<file path="src/rtl/core/dsw_pkg.sv">
// Shared types and constants for the depth span writer.
`timescale 1ns / 1ps

package dsw_pkg;

    // Longest span that one request may describe, and screen size limit.
    localparam int MAX_SPAN = 64;
    localparam int MAX_DIM  = 1024;

    localparam int COORD_W  = 10;
    localparam int COUNT_W  = 7;
    localparam int ACC_W    = 32;
    localparam int OFFS_W   = 20;
    localparam int DEPTH_W  = 16;
    localparam int RWID_W   = 11;
    localparam int CFG_IDX_W = 2;

    // Configuration register indexes.
    localparam logic [CFG_IDX_W-1:0] CFG_ORIGIN    = 2'd0;
    localparam logic [CFG_IDX_W-1:0] CFG_STEP_X    = 2'd1;
    localparam logic [CFG_IDX_W-1:0] CFG_STEP_Y    = 2'd2;
    localparam logic [CFG_IDX_W-1:0] CFG_ROW_WIDTH = 2'd3;

    localparam logic [RWID_W-1:0] ROW_WIDTH_RESET = 11'd320;

    typedef struct packed {
        logic [ACC_W-1:0]  origin;
        logic [ACC_W-1:0]  step_x;
        logic [ACC_W-1:0]  step_y;
        logic [RWID_W-1:0] row_width;
    } t_cfg;

    // Controller to datapath.
    typedef struct packed {
        logic capture;  // latch the accepted span request
        logic mult;     // form the three products
        logic load;     // set accumulator, offset and pixel count
        logic emit;     // push one pixel write to the output register
    } t_cmd;

    // Datapath to controller.
    typedef struct packed {
        logic in_empty;  // request on the input carries a zero pixel count
        logic out_free;  // output register can take a write this cycle
        logic left_one;  // the next write is the final one of the span
    } t_sts;

endpackage

</file>
<file path="src/rtl/core/dsw_regs.sv">
// Configuration register file for the depth span writer.
`timescale 1ns / 1ps

module dsw_regs (
    input  logic                          i_clk,
    input  logic                          i_rst_n,
    input  logic                          i_cfg_valid,
    input  logic [dsw_pkg::CFG_IDX_W-1:0] i_cfg_index,
    input  logic [dsw_pkg::ACC_W-1:0]     i_cfg_data,
    output logic                          o_cfg_ready,
    output dsw_pkg::t_cfg                 o_cfg
);
    import dsw_pkg::*;

    t_cfg r_cfg;

    assign o_cfg_ready = 1'b1;
    assign o_cfg       = r_cfg;

    always_ff @(posedge i_clk) begin
        if (!i_rst_n) begin
            r_cfg.origin    <= '0;
            r_cfg.step_x    <= '0;
            r_cfg.step_y    <= '0;
            r_cfg.row_width <= ROW_WIDTH_RESET;
        end else if (i_cfg_valid) begin
            unique case (i_cfg_index)
                CFG_ORIGIN:    r_cfg.origin    <= i_cfg_data;
                CFG_STEP_X:    r_cfg.step_x    <= i_cfg_data;
                CFG_STEP_Y:    r_cfg.step_y    <= i_cfg_data;
                CFG_ROW_WIDTH: r_cfg.row_width <= i_cfg_data[RWID_W-1:0];
                default: ;
            endcase
        end
    end

endmodule

</file>
<file path="src/rtl/core/dsw_ctrl.sv">
// Sequencing state machine for the depth span writer.
`timescale 1ns / 1ps

module dsw_ctrl (
    input  logic          i_clk,
    input  logic          i_rst_n,
    input  logic          i_in_valid,
    output logic          o_in_stall,
    input  dsw_pkg::t_sts i_sts,
    output dsw_pkg::t_cmd o_cmd
);
    import dsw_pkg::*;

    localparam logic [1:0] ST_IDLE = 2'd0;
    localparam logic [1:0] ST_MULT = 2'd1;
    localparam logic [1:0] ST_LOAD = 2'd2;
    localparam logic [1:0] ST_RUN  = 2'd3;

    logic [1:0] r_state;
    logic [1:0] n_state;

    assign o_in_stall = (r_state != ST_IDLE);

    always_comb begin
        o_cmd         = '0;
        o_cmd.capture = (r_state == ST_IDLE) && i_in_valid;
        o_cmd.mult    = (r_state == ST_MULT);
        o_cmd.load    = (r_state == ST_LOAD);
        o_cmd.emit    = (r_state == ST_RUN) && i_sts.out_free;
    end

    always_comb begin
        n_state = r_state;
        unique case (r_state)
            ST_IDLE: begin
                // an empty span is taken and dropped
                if (i_in_valid && !i_sts.in_empty) n_state = ST_MULT;
            end
            ST_MULT: n_state = ST_LOAD;
            ST_LOAD: n_state = ST_RUN;
            ST_RUN: begin
                if (i_sts.out_free && i_sts.left_one) n_state = ST_IDLE;
            end
            default: n_state = ST_IDLE;
        endcase
    end

    always_ff @(posedge i_clk) begin
        if (!i_rst_n) begin
            r_state <= ST_IDLE;
        end else begin
            r_state <= n_state;
        end
    end

endmodule

</file>
<file path="src/rtl/core/dsw_dp.sv">
// Datapath: span setup products, depth accumulator, offset counter, output register.
`timescale 1ns / 1ps

module dsw_dp (
    input  logic                          i_clk,
    input  logic                          i_rst_n,
    input  dsw_pkg::t_cfg                 i_cfg,
    input  dsw_pkg::t_cmd                 i_cmd,
    output dsw_pkg::t_sts                 o_sts,
    input  logic [dsw_pkg::COORD_W-1:0]   i_start_column,
    input  logic [dsw_pkg::COORD_W-1:0]   i_row,
    input  logic [dsw_pkg::COUNT_W-1:0]   i_pixel_count,
    output logic                          o_out_valid,
    input  logic                          i_out_stall,
    output logic [dsw_pkg::OFFS_W-1:0]    o_buffer_offset,
    output logic signed [dsw_pkg::DEPTH_W-1:0] o_depth_value,
    output logic                          o_last_of_span
);
    import dsw_pkg::*;

    logic [COORD_W-1:0] n_col;
    logic [COORD_W-1:0] n_row;
    logic [COUNT_W-1:0] n_count;

    logic [COORD_W-1:0] r_col;
    logic [COORD_W-1:0] r_row;
    logic [COUNT_W-1:0] r_count;

    logic [ACC_W-1:0]   r_prod_x;
    logic [ACC_W-1:0]   r_prod_y;
    logic [OFFS_W-1:0]  r_row_offs;

    logic [ACC_W-1:0]   r_acc;
    logic [OFFS_W-1:0]  r_offset;
    logic [COUNT_W-1:0] r_left;

    logic               r_out_valid;
    logic [OFFS_W-1:0]  r_out_offset;
    logic [DEPTH_W-1:0] r_out_depth;
    logic               r_out_last;

    // clamp coordinates and pixel count
    always_comb begin
        n_col   = (32'(i_start_column) >= MAX_DIM) ? COORD_W'(MAX_DIM - 1) : i_start_column;
        n_row   = (32'(i_row) >= MAX_DIM) ? COORD_W'(MAX_DIM - 1) : i_row;
        n_count = (32'(i_pixel_count) > MAX_SPAN) ? COUNT_W'(MAX_SPAN) : i_pixel_count;
    end

    assign o_sts.in_empty = (i_pixel_count == '0);
    assign o_sts.out_free = !r_out_valid || !i_out_stall;
    assign o_sts.left_one = (r_left == COUNT_W'(1));

    always_ff @(posedge i_clk) begin
        if (i_cmd.capture) begin
            r_col   <= n_col;
            r_row   <= n_row;
            r_count <= n_count;
        end
        if (i_cmd.mult) begin
            r_prod_x   <= ACC_W'({{(ACC_W-COORD_W){1'b0}}, r_col} * i_cfg.step_x);
            r_prod_y   <= ACC_W'({{(ACC_W-COORD_W){1'b0}}, r_row} * i_cfg.step_y);
            r_row_offs <= OFFS_W'({{(OFFS_W-COORD_W){1'b0}}, r_row}
                                  * {{(OFFS_W-RWID_W){1'b0}}, i_cfg.row_width});
        end
        if (i_cmd.emit) begin
            r_out_offset <= r_offset;
            r_out_depth  <= r_acc[ACC_W-1 -: DEPTH_W];
            r_out_last   <= (r_left == COUNT_W'(1));
        end
    end

    // span state, wraps freely
    always_ff @(posedge i_clk) begin
        if (!i_rst_n) begin
            r_acc    <= '0;
            r_offset <= '0;
            r_left   <= '0;
        end else if (i_cmd.load) begin
            r_acc    <= i_cfg.origin + r_prod_x + r_prod_y;
            r_offset <= r_row_offs + OFFS_W'(r_col);
            r_left   <= r_count;
        end else if (i_cmd.emit) begin
            r_acc    <= r_acc + i_cfg.step_x;
            r_offset <= r_offset + OFFS_W'(1);
            r_left   <= r_left - COUNT_W'(1);
        end
    end

    always_ff @(posedge i_clk) begin
        if (!i_rst_n) begin
            r_out_valid <= 1'b0;
        end else if (i_cmd.emit) begin
            r_out_valid <= 1'b1;
        end else if (!i_out_stall) begin
            r_out_valid <= 1'b0;
        end
    end

    assign o_out_valid     = r_out_valid;
    assign o_buffer_offset = r_out_offset;
    assign o_depth_value   = r_out_depth;
    assign o_last_of_span  = r_out_last;

endmodule

</file>
<file path="src/rtl/core/depth_span_writer.sv">
// Top level of the depth span writer: config registers, controller and datapath.
`timescale 1ns / 1ps

// Usage:
// - Span request channel (i_in_valid / o_in_stall): start column, row and pixel
//   count. A request is taken when valid is high and stall is low.
// - Write channel (o_out_valid / i_out_stall): one depth-buffer write per pixel,
//   in column order, with buffer offset row*row_width+column and the upper 16
//   bits of the inverse-depth accumulator; o_last_of_span marks the final one.
// - Config channel (i_cfg_valid / o_cfg_ready): always ready; write only while
//   no span is in flight.
// Sequence: a span of N pixels (N clamped to 64) holds the request channel
//   until its last write: it is taken, the three setup multiplies run, the
//   accumulator is loaded, then one pixel per cycle from the accumulator add
//   while the receiver does not stall; the first write follows the load step.
// A zero-length request is taken and produces nothing.
// Receiver stall freezes the output register and the pixel walk; the next
//   request can be taken while the last write still waits in the output reg.
// Reset clears the state machine and accumulator; row_width resets to 320,
//   the gradients to zero.

module depth_span_writer (
    input  logic                               i_clk,
    input  logic                               i_rst_n,
    // span requests
    input  logic                               i_in_valid,
    output logic                               o_in_stall,
    input  logic [dsw_pkg::COORD_W-1:0]        i_start_column,
    input  logic [dsw_pkg::COORD_W-1:0]        i_row,
    input  logic [dsw_pkg::COUNT_W-1:0]        i_pixel_count,
    // pixel writes
    output logic                               o_out_valid,
    input  logic                               i_out_stall,
    output logic [dsw_pkg::OFFS_W-1:0]         o_buffer_offset,
    output logic signed [dsw_pkg::DEPTH_W-1:0] o_depth_value,
    output logic                               o_last_of_span,
    // configuration writes
    input  logic                               i_cfg_valid,
    output logic                               o_cfg_ready,
    input  logic [dsw_pkg::CFG_IDX_W-1:0]      i_cfg_index,
    input  logic [dsw_pkg::ACC_W-1:0]          i_cfg_data
);
    import dsw_pkg::*;

    t_cfg cfg;
    t_cmd cmd;
    t_sts sts;

    // Register file: origin, x/y gradients, row width.
    dsw_regs u_regs (
        .i_clk       (i_clk),
        .i_rst_n     (i_rst_n),
        .i_cfg_valid (i_cfg_valid),
        .i_cfg_index (i_cfg_index),
        .i_cfg_data  (i_cfg_data),
        .o_cfg_ready (o_cfg_ready),
        .o_cfg       (cfg)
    );

    // Sequencer: idle -> multiply -> load -> run (one pixel per free cycle).
    dsw_ctrl u_ctrl (
        .i_clk      (i_clk),
        .i_rst_n    (i_rst_n),
        .i_in_valid (i_in_valid),
        .o_in_stall (o_in_stall),
        .i_sts      (sts),
        .o_cmd      (cmd)
    );

    // Setup products, accumulator walk and the output register.
    dsw_dp u_dp (
        .i_clk           (i_clk),
        .i_rst_n         (i_rst_n),
        .i_cfg           (cfg),
        .i_cmd           (cmd),
        .o_sts           (sts),
        .i_start_column  (i_start_column),
        .i_row           (i_row),
        .i_pixel_count   (i_pixel_count),
        .o_out_valid     (o_out_valid),
        .i_out_stall     (i_out_stall),
        .o_buffer_offset (o_buffer_offset),
        .o_depth_value   (o_depth_value),
        .o_last_of_span  (o_last_of_span)
    );

endmodule

</file>
<file path="config.mk">
export PLATFORM = sky130hd
export DESIGN_NAME = depth_span_writer
export DESIGN_NICKNAME = d
export VERILOG_FILES = /design/src/rtl/core/dsw_pkg.sv /design/src/rtl/core/dsw_regs.sv /design/src/rtl/core/dsw_ctrl.sv /design/src/rtl/core/dsw_dp.sv /design/src/rtl/core/depth_span_writer.sv
export SDC_FILE = /design/constraint.sdc
export NUM_CORES = 2
export LEC_CHECK = 0
export ABC_AREA = 1
export BUFFER_PORTS_ARGS = -buffer_cell sky130_fd_sc_hd__buf_2
export CORE_MARGIN = 1.5
export CORE_UTILIZATION = 55
export DETAILED_ROUTE_END_ITERATION = 12
export PLACE_DENSITY = 0.75
export SKIP_CTS_REPAIR_TIMING = 1
export SLEW_MARGIN = 20
export SYNTH_ARGS = -nofsm -noshare
export SYNTH_HDL_FRONTEND = slang
export SYNTH_SLANG_ARGS = --single-unit
</file>
<file path="constraint.sdc">
create_clock -name i_clk -period 8.09 [get_ports i_clk]
set_input_delay 0.809 -clock i_clk [delete_from_list [all_inputs] [get_ports i_clk]]
set_output_delay 0.809 -clock i_clk [all_outputs]
set_load 0.05 [all_outputs]
</file>
* Word-level counts from Yosys, hierarchy flattened
Index checks and enable logic that the tools add are counted.
** Storage, ports and cells
- Bits in registers :: 317
- Bits of input ports :: 66
- Output and inout port bits :: 40
- Word-level logic and storage cells :: 67
** Cells by class
- Add/sub/neg operators :: 6
- Multiply operators :: 3
- Magnitude comparators :: 1
- Eq/ne operators :: 10
- Multiplexer cells :: 11
- Reductions and logical operators :: 18
** Operators with widths (number)
- $add A32 B32 Y32 :: 3
- $mul A10 B32 Y32 :: 2
- $mux W32 :: 2
- $mux W20 :: 2
- $add A20 B1 Y20 const B :: 1
- $add A20 B10 Y20 :: 1
- $mul A10 B11 Y20 :: 1
- $mux W7 :: 2
- $reduce_and A2 Y1 :: 5
- $eq A2 B2 Y1 const B :: 4
- $pmux W2 S4 :: 1
- $eq A7 B1 Y1 const B :: 1
- $gt A7 B7 Y1 const B :: 1
- $logic_not A7 Y1 :: 1
- $sub A7 B1 Y7 const B :: 1
- $eq A2 B1 Y1 const B :: 2
- $logic_and A1 B1 Y1 :: 4
- $logic_not A2 Y1 :: 2
- $mux W2 :: 2
- $ne A2 B2 Y1 const B :: 2
- $reduce_bool A2 Y1 :: 2
- $logic_not A1 Y1 :: 3
- $mux W1 :: 2
- $ne A2 B1 Y1 const B :: 1
- $logic_or A1 B1 Y1 :: 1

* Logic depth before layout (Yosys ltp)
- Depth after elaboration :: 5
- Depth in mapped cells :: 25

* By module
A second synthesis with hierarchy kept.
** Second synthesis, totals
- Cell total of the unflattened synthesis :: 5304
- Area total of the unflattened synthesis :: 38921.1 um^2
** Modules (own cells, without submodules)
- dsw_dp :: times used 1, cells an instance 4589, area each 34156.5 um^2, sequential area each 5645.4 um^2
- dsw_regs :: times used 1, cells an instance 686, area each 4566.9 um^2, sequential area each 2142.1 um^2
- dsw_ctrl :: times used 1, cells an instance 29, area each 197.7 um^2, sequential area each 40.0 um^2

* Worst setup path before layout
Ideal clock, no wire load.
- Path type :: register to register
- Start point :: register u_dp.r_col[2]
- End point :: register u_dp.r_prod_x[31] (data pin)
- Library setup time :: 0.252 ns
- Data arrival time :: 4.813 ns
- Data required time :: 7.838 ns
- Slack :: 3.025 ns
- Cell stages (with the launch flop) :: 23
- Clock period less this slack :: 5.065 ns
- Cells stage by stage :: edfxtp_1 clkbuf_1 clkbuf_1 nand2_1 fa_1 inv_1 fa_1 inv_1 fa_1 inv_1 fa_1 inv_1 fa_1 inv_1 ha_1 a21oi_1 o21ai_0 a21oi_1 o21ai_0 a21oi_1 inv_1 nand2_1 nand2_1
** On the way
- Word-level cells in the longest chain between the ends :: 1
** RTL lines
- from (decl) :: RTL line dsw_dp.sv:25 : logic [COORD_W-1:0] r_col;
- from (signal assigned) :: RTL line dsw_dp.sv:55 : r_col <= n_col;
- $mul A10 B32 Y32 :: RTL line dsw_dp.sv:60 : r_prod_x <= ACC_W'({{(ACC_W-COORD_W){1'b0}}, r_col} * i_cfg.step_x);
- to (signal assigned) :: RTL line dsw_dp.sv:60
- to (decl) :: RTL line dsw_dp.sv:29 : logic [ACC_W-1:0] r_prod_x;
Every way passes these cells.
A chain may end at the register's enable or synchronous reset.

* Final worst setup path
- Start point :: register u_dp.r_col[1]
- End point :: register u_dp.r_prod_x[25] (data pin)
Same word-level chain as after synthesis.

==> summary.md <==
| Metric | Value |
|---|---|
| Status | finished clean |
| DR WL/cell | 17.6 um |
| Syn. warnings | 0 |
| NumNets Final | 5,866 |
| CTS tree | yes |
| Flops & latches, synth | approximately 320 |
| Post-route clock skew | 0.0299 ns |
| CP dominant cell by count | fa_1 |
| Clock sink count | between 300 and 400 |
| Gr usage total | between 30% and 40% |
| Worst-margin pin slew | between 1 and 1.5 ns |
| Initial antenna violation count | 4 |
| DR iter-0 viols | ~2,300 |
| Routed WL | between 100 and 150 mm |
| Max Cap Viol | 0 |
| Largest net degree at the start of global routing | around 100 |
| Worst setup EP type | flop |
| Clk_lat worst skew | between 0.5 and 0.6 ns |
| FP Rows | 96 |
| Clock Path Buffers | 3 |
| DP HPWL | between 80 and 90 mm |
| DP Worst Slack | between 2 and 2.5 ns |
| Hold Path Depth | 1 |
| Final worst-path setup slack | about 2.3 ns |
| Die height | 266 um |
| Post-route setup TNS | 0 ns |
| Die width | roughly 270 um |
| Sequential-to-total area share from yosys stat | ~21% |
| Fill cell count | 6,287 |
| Routed Antenna Nets | 0 |
| Critical Path Source Type | flop |
| CTS Buf Count | 39 |
| Vias in the first global route | 32,699 |
| Peak supply drop | approximately 0.27 mV |
| # DRC | 0 |
| Core area | 0.0686 mm^2 |
| Die footprint | between 0.07 and 0.08 mm^2 |
| First-pass GRT wire length | 172 mm |
| Final Hold Vio Count | 0 |
| CP peak stage delay | between 0.5 and 0.6 ns |
| RSZ-0062 raised after global routing | no |
| Cells after Synth | about 5,100 |
| Fmax | 0.173 GHz |
| FF-to-FF path depth | 20 |
| Final slew viol count | 0 |
| Initial DRT Pass Iterations | 5 |
| Synthesis-to-finish area growth | 6.39% |
| Worst reg2reg setup slack | 2.32 ns |
| Final Setup Violations | 0 |
| Worst-path cell chain | buf_4, nand2_1, fa_1, inv_1, fa_1, fa_1, fa_1, inv_1, fa_1, inv_1, ha_1, nand2_1, inv_1, nand3_1, nor3_2, nand4_1, nand3_1, nand2_1, nand2_1, xor2_1 |
| CP max stage cell | edfxtp_1 |
| Post-synth EDFFs | around 150 |
| Htree depth | 2 |
| Post-synthesis area per instance | between 7 and 8 um^2 |
| Crit path required time | around 8.5 ns |
| Largest fanout on the critical path | 23 |
| Arr. time, crit path | just over 6 ns |
| I/O Buffers | between 100 and 150 |
| Via Count | between 30,000 and 40,000 |
| PwrDens | approximately 270 mW/mm^2 |
| Synth cell types | between 60 and 70 |
| Reg clk slew, reported paths | ~0.06 ns |
| Reg area | 0.00783 mm^2 |
| CTS root buf | clkbuf_16 |
| Starting Density | between 50% and 60% |
| Drt via density | around 5.4 |
| Post-synth ARST share | 0% |
| Layout cells sized above 1 | about 5.7% |
| Gp weighted congestion | slightly above 1 |
| Fin crit share | 71.4% |
| Final min period | 5.77 ns |
| Slew headroom | 29.6% |
| Worst Hold Class | in2reg |
| Post-Synthesis Net Count | between 5,000 and 6,000 |
| IO Pins | about 110 |
| Grt ovf | 0 |
| Lkg Pwr | approximately 23 nW |
| Ys flop type | dfxtp_1 |
| Multi-input gate area | 0.0252 mm^2 |
| Post-Syn Area | 0.0381 mm^2 |
| Crit Path Category | reg2reg |
-- cell usage in the layout (no fill, tap or decap), types with 9 or more instances in the layout --
master	netlist	layout
xnor2_1	39	39
nor2_2	12	13
dfxtp_1	169	169
nand3b_1	14	14
nand4_1	34	34
nand2_2	17	17
fa_1	499	499
a31oi_1	19	19
o21ai_0	221	221
a21oi_1	188	188
xor2_1	78	78
a21o_1	12	12
buf_4	3	33
nand3_1	193	193
inv_6	0	10
buf_2	15	103
o21ai_1	9	9
edfxtp_1	148	148
nor3_1	29	29
o21bai_1	18	18
inv_1	1118	1118
nor4_1	9	9
inv_2	19	18
nor2_1	387	386
ha_1	224	222
nand2_1	1349	1349
clkbuf_16	0	39
-- path summary, 6_finish.rpt --
kind                                   startpoint                      to
worst max-delay path                u_dp.r_col[1]       u_dp.r_prod_x[25]
worst min-delay path            i_start_column[5]           u_dp.r_col[5]
worst max register to register      u_dp.r_col[1]       u_dp.r_prod_x[25]
worst min register to register     u_dp.r_acc[30]  u_dp.o_depth_value[14]
-- routing by layer --
metal / track usage (%) / vias up / share of wire [%]
met1: 41.4 / 15664 / 42
li1: - / 15336 / -
met4: 9.38 / 2 / 2.9
met3: 5.19 / 212 / 7.9
met2: 51.6 / 1222 / 47
met5: 0 / - / 0.0094
-- cell usage after synthesis (all sizes together) (13+ instances only) --
cell type | number | area (um^2)
a21oi | 193 | 985
a31oi | 19 | 119
buf | 32 | 158
clkbuf | 162 | 631
dfxtp | 169 | 3380
edfxtp | 148 | 4440
fa | 499 | 9990
ha | 224 | 2800
inv | 1137 | 4270
nand2 | 1368 | 5190
nand3 | 196 | 996
nand3b | 14 | 105
nand4 | 34 | 213
nor2 | 402 | 1560
nor3 | 38 | 248
o21ai | 232 | 1170
o21bai | 18 | 135
or2 | 13 | 81.3
xnor2 | 40 | 358
xor2 | 79 | 699
-- flip-flops by register name (all words and copies together) (netlist names), 2 cells and up --
register / count
u_dp.r_col: 10
u_dp.r_left: 7
u_dp.r_row_offs: 20
u_dp.r_prod_x: 32
u_dp.r_row: 10
u_regs.o_cfg: 107
u_dp.o_depth_value: 16
u_dp.r_prod_y: 32
u_ctrl.r_state: 2
u_dp.o_buffer_offset: 20
u_dp.r_count: 7
u_dp.r_offset: 20
u_dp.r_acc: 32
-- report_power, final --
part	leakage (nW)	internal [mW]	total, mW	switching, mW
Sequential	2.78	2.29	2.70	0.411
Clock	0.629	1.01	1.78	0.774
Combinational	19.3	2.17	6.50	4.33
-- per-stage QoR --
| step | cell area [um^2] | total power, mW | std cells | util (%) | hold WS [ns] |
|---|---|---|---|---|---|
| 3_5_place_dp | 39300 | 9.07 | 5967 | 57.3 | 0.463 |
| 6_report | 40600 | 11.0 | 6041 | 59.1 | 0.408 |
| 5_1_grt | 40600 | 11.9 | 6040 | 59.1 | 0.388 |
| 2_1_floorplan | 38100 | 7.27 | 5094 | - | 0.427 |
| 4_1_cts | 40500 | 10.9 | 6039 | 59.1 | 0.383 |
| 3_3_place_gp | 39300 | 8.97 | 5967 | 57.3 | 0.458 |
-- cell type report --
cell class / count / share of cell area (%)
well taps: 931 / 2.87
diodes: 2 / 0.0123
multi-input cells: 3444 / 62.3
clock buffers: 43 / 2.47
inverters: 1139 / 10.5
repair buffers: 136 / 1.88
flip-flops and latches: 317 / 19.3
clock inverters: 29 / 0.666
-- cell families (layout without fill, tap and decap cells) --
logic type               count (synthesis)  after routing  synth area share, %
adder cells (fa/ha/maj)                723            723                 33.6
AND/OR/NAND/NOR                       2087           2087                 22.5
other                                    1              3              0.00984
flip-flops                             317            317                 20.5
AO/OA/AOI/OAI                          514            514                 7.39
XOR/XNOR                               119            119                 2.77
buffers and inverters                 1333           1347                 13.3
-- critical path: cells and delay by family (launching register included) --
family	cells	cell delay, ns
adders and majority gates	6	2.91
and+or+nand+nor	8	1.28
buffers and inverters	5	0.63
DFF	1	0.58
xor gates and xnor gates	1	0.19
Power figures use the tool's default switching activity.
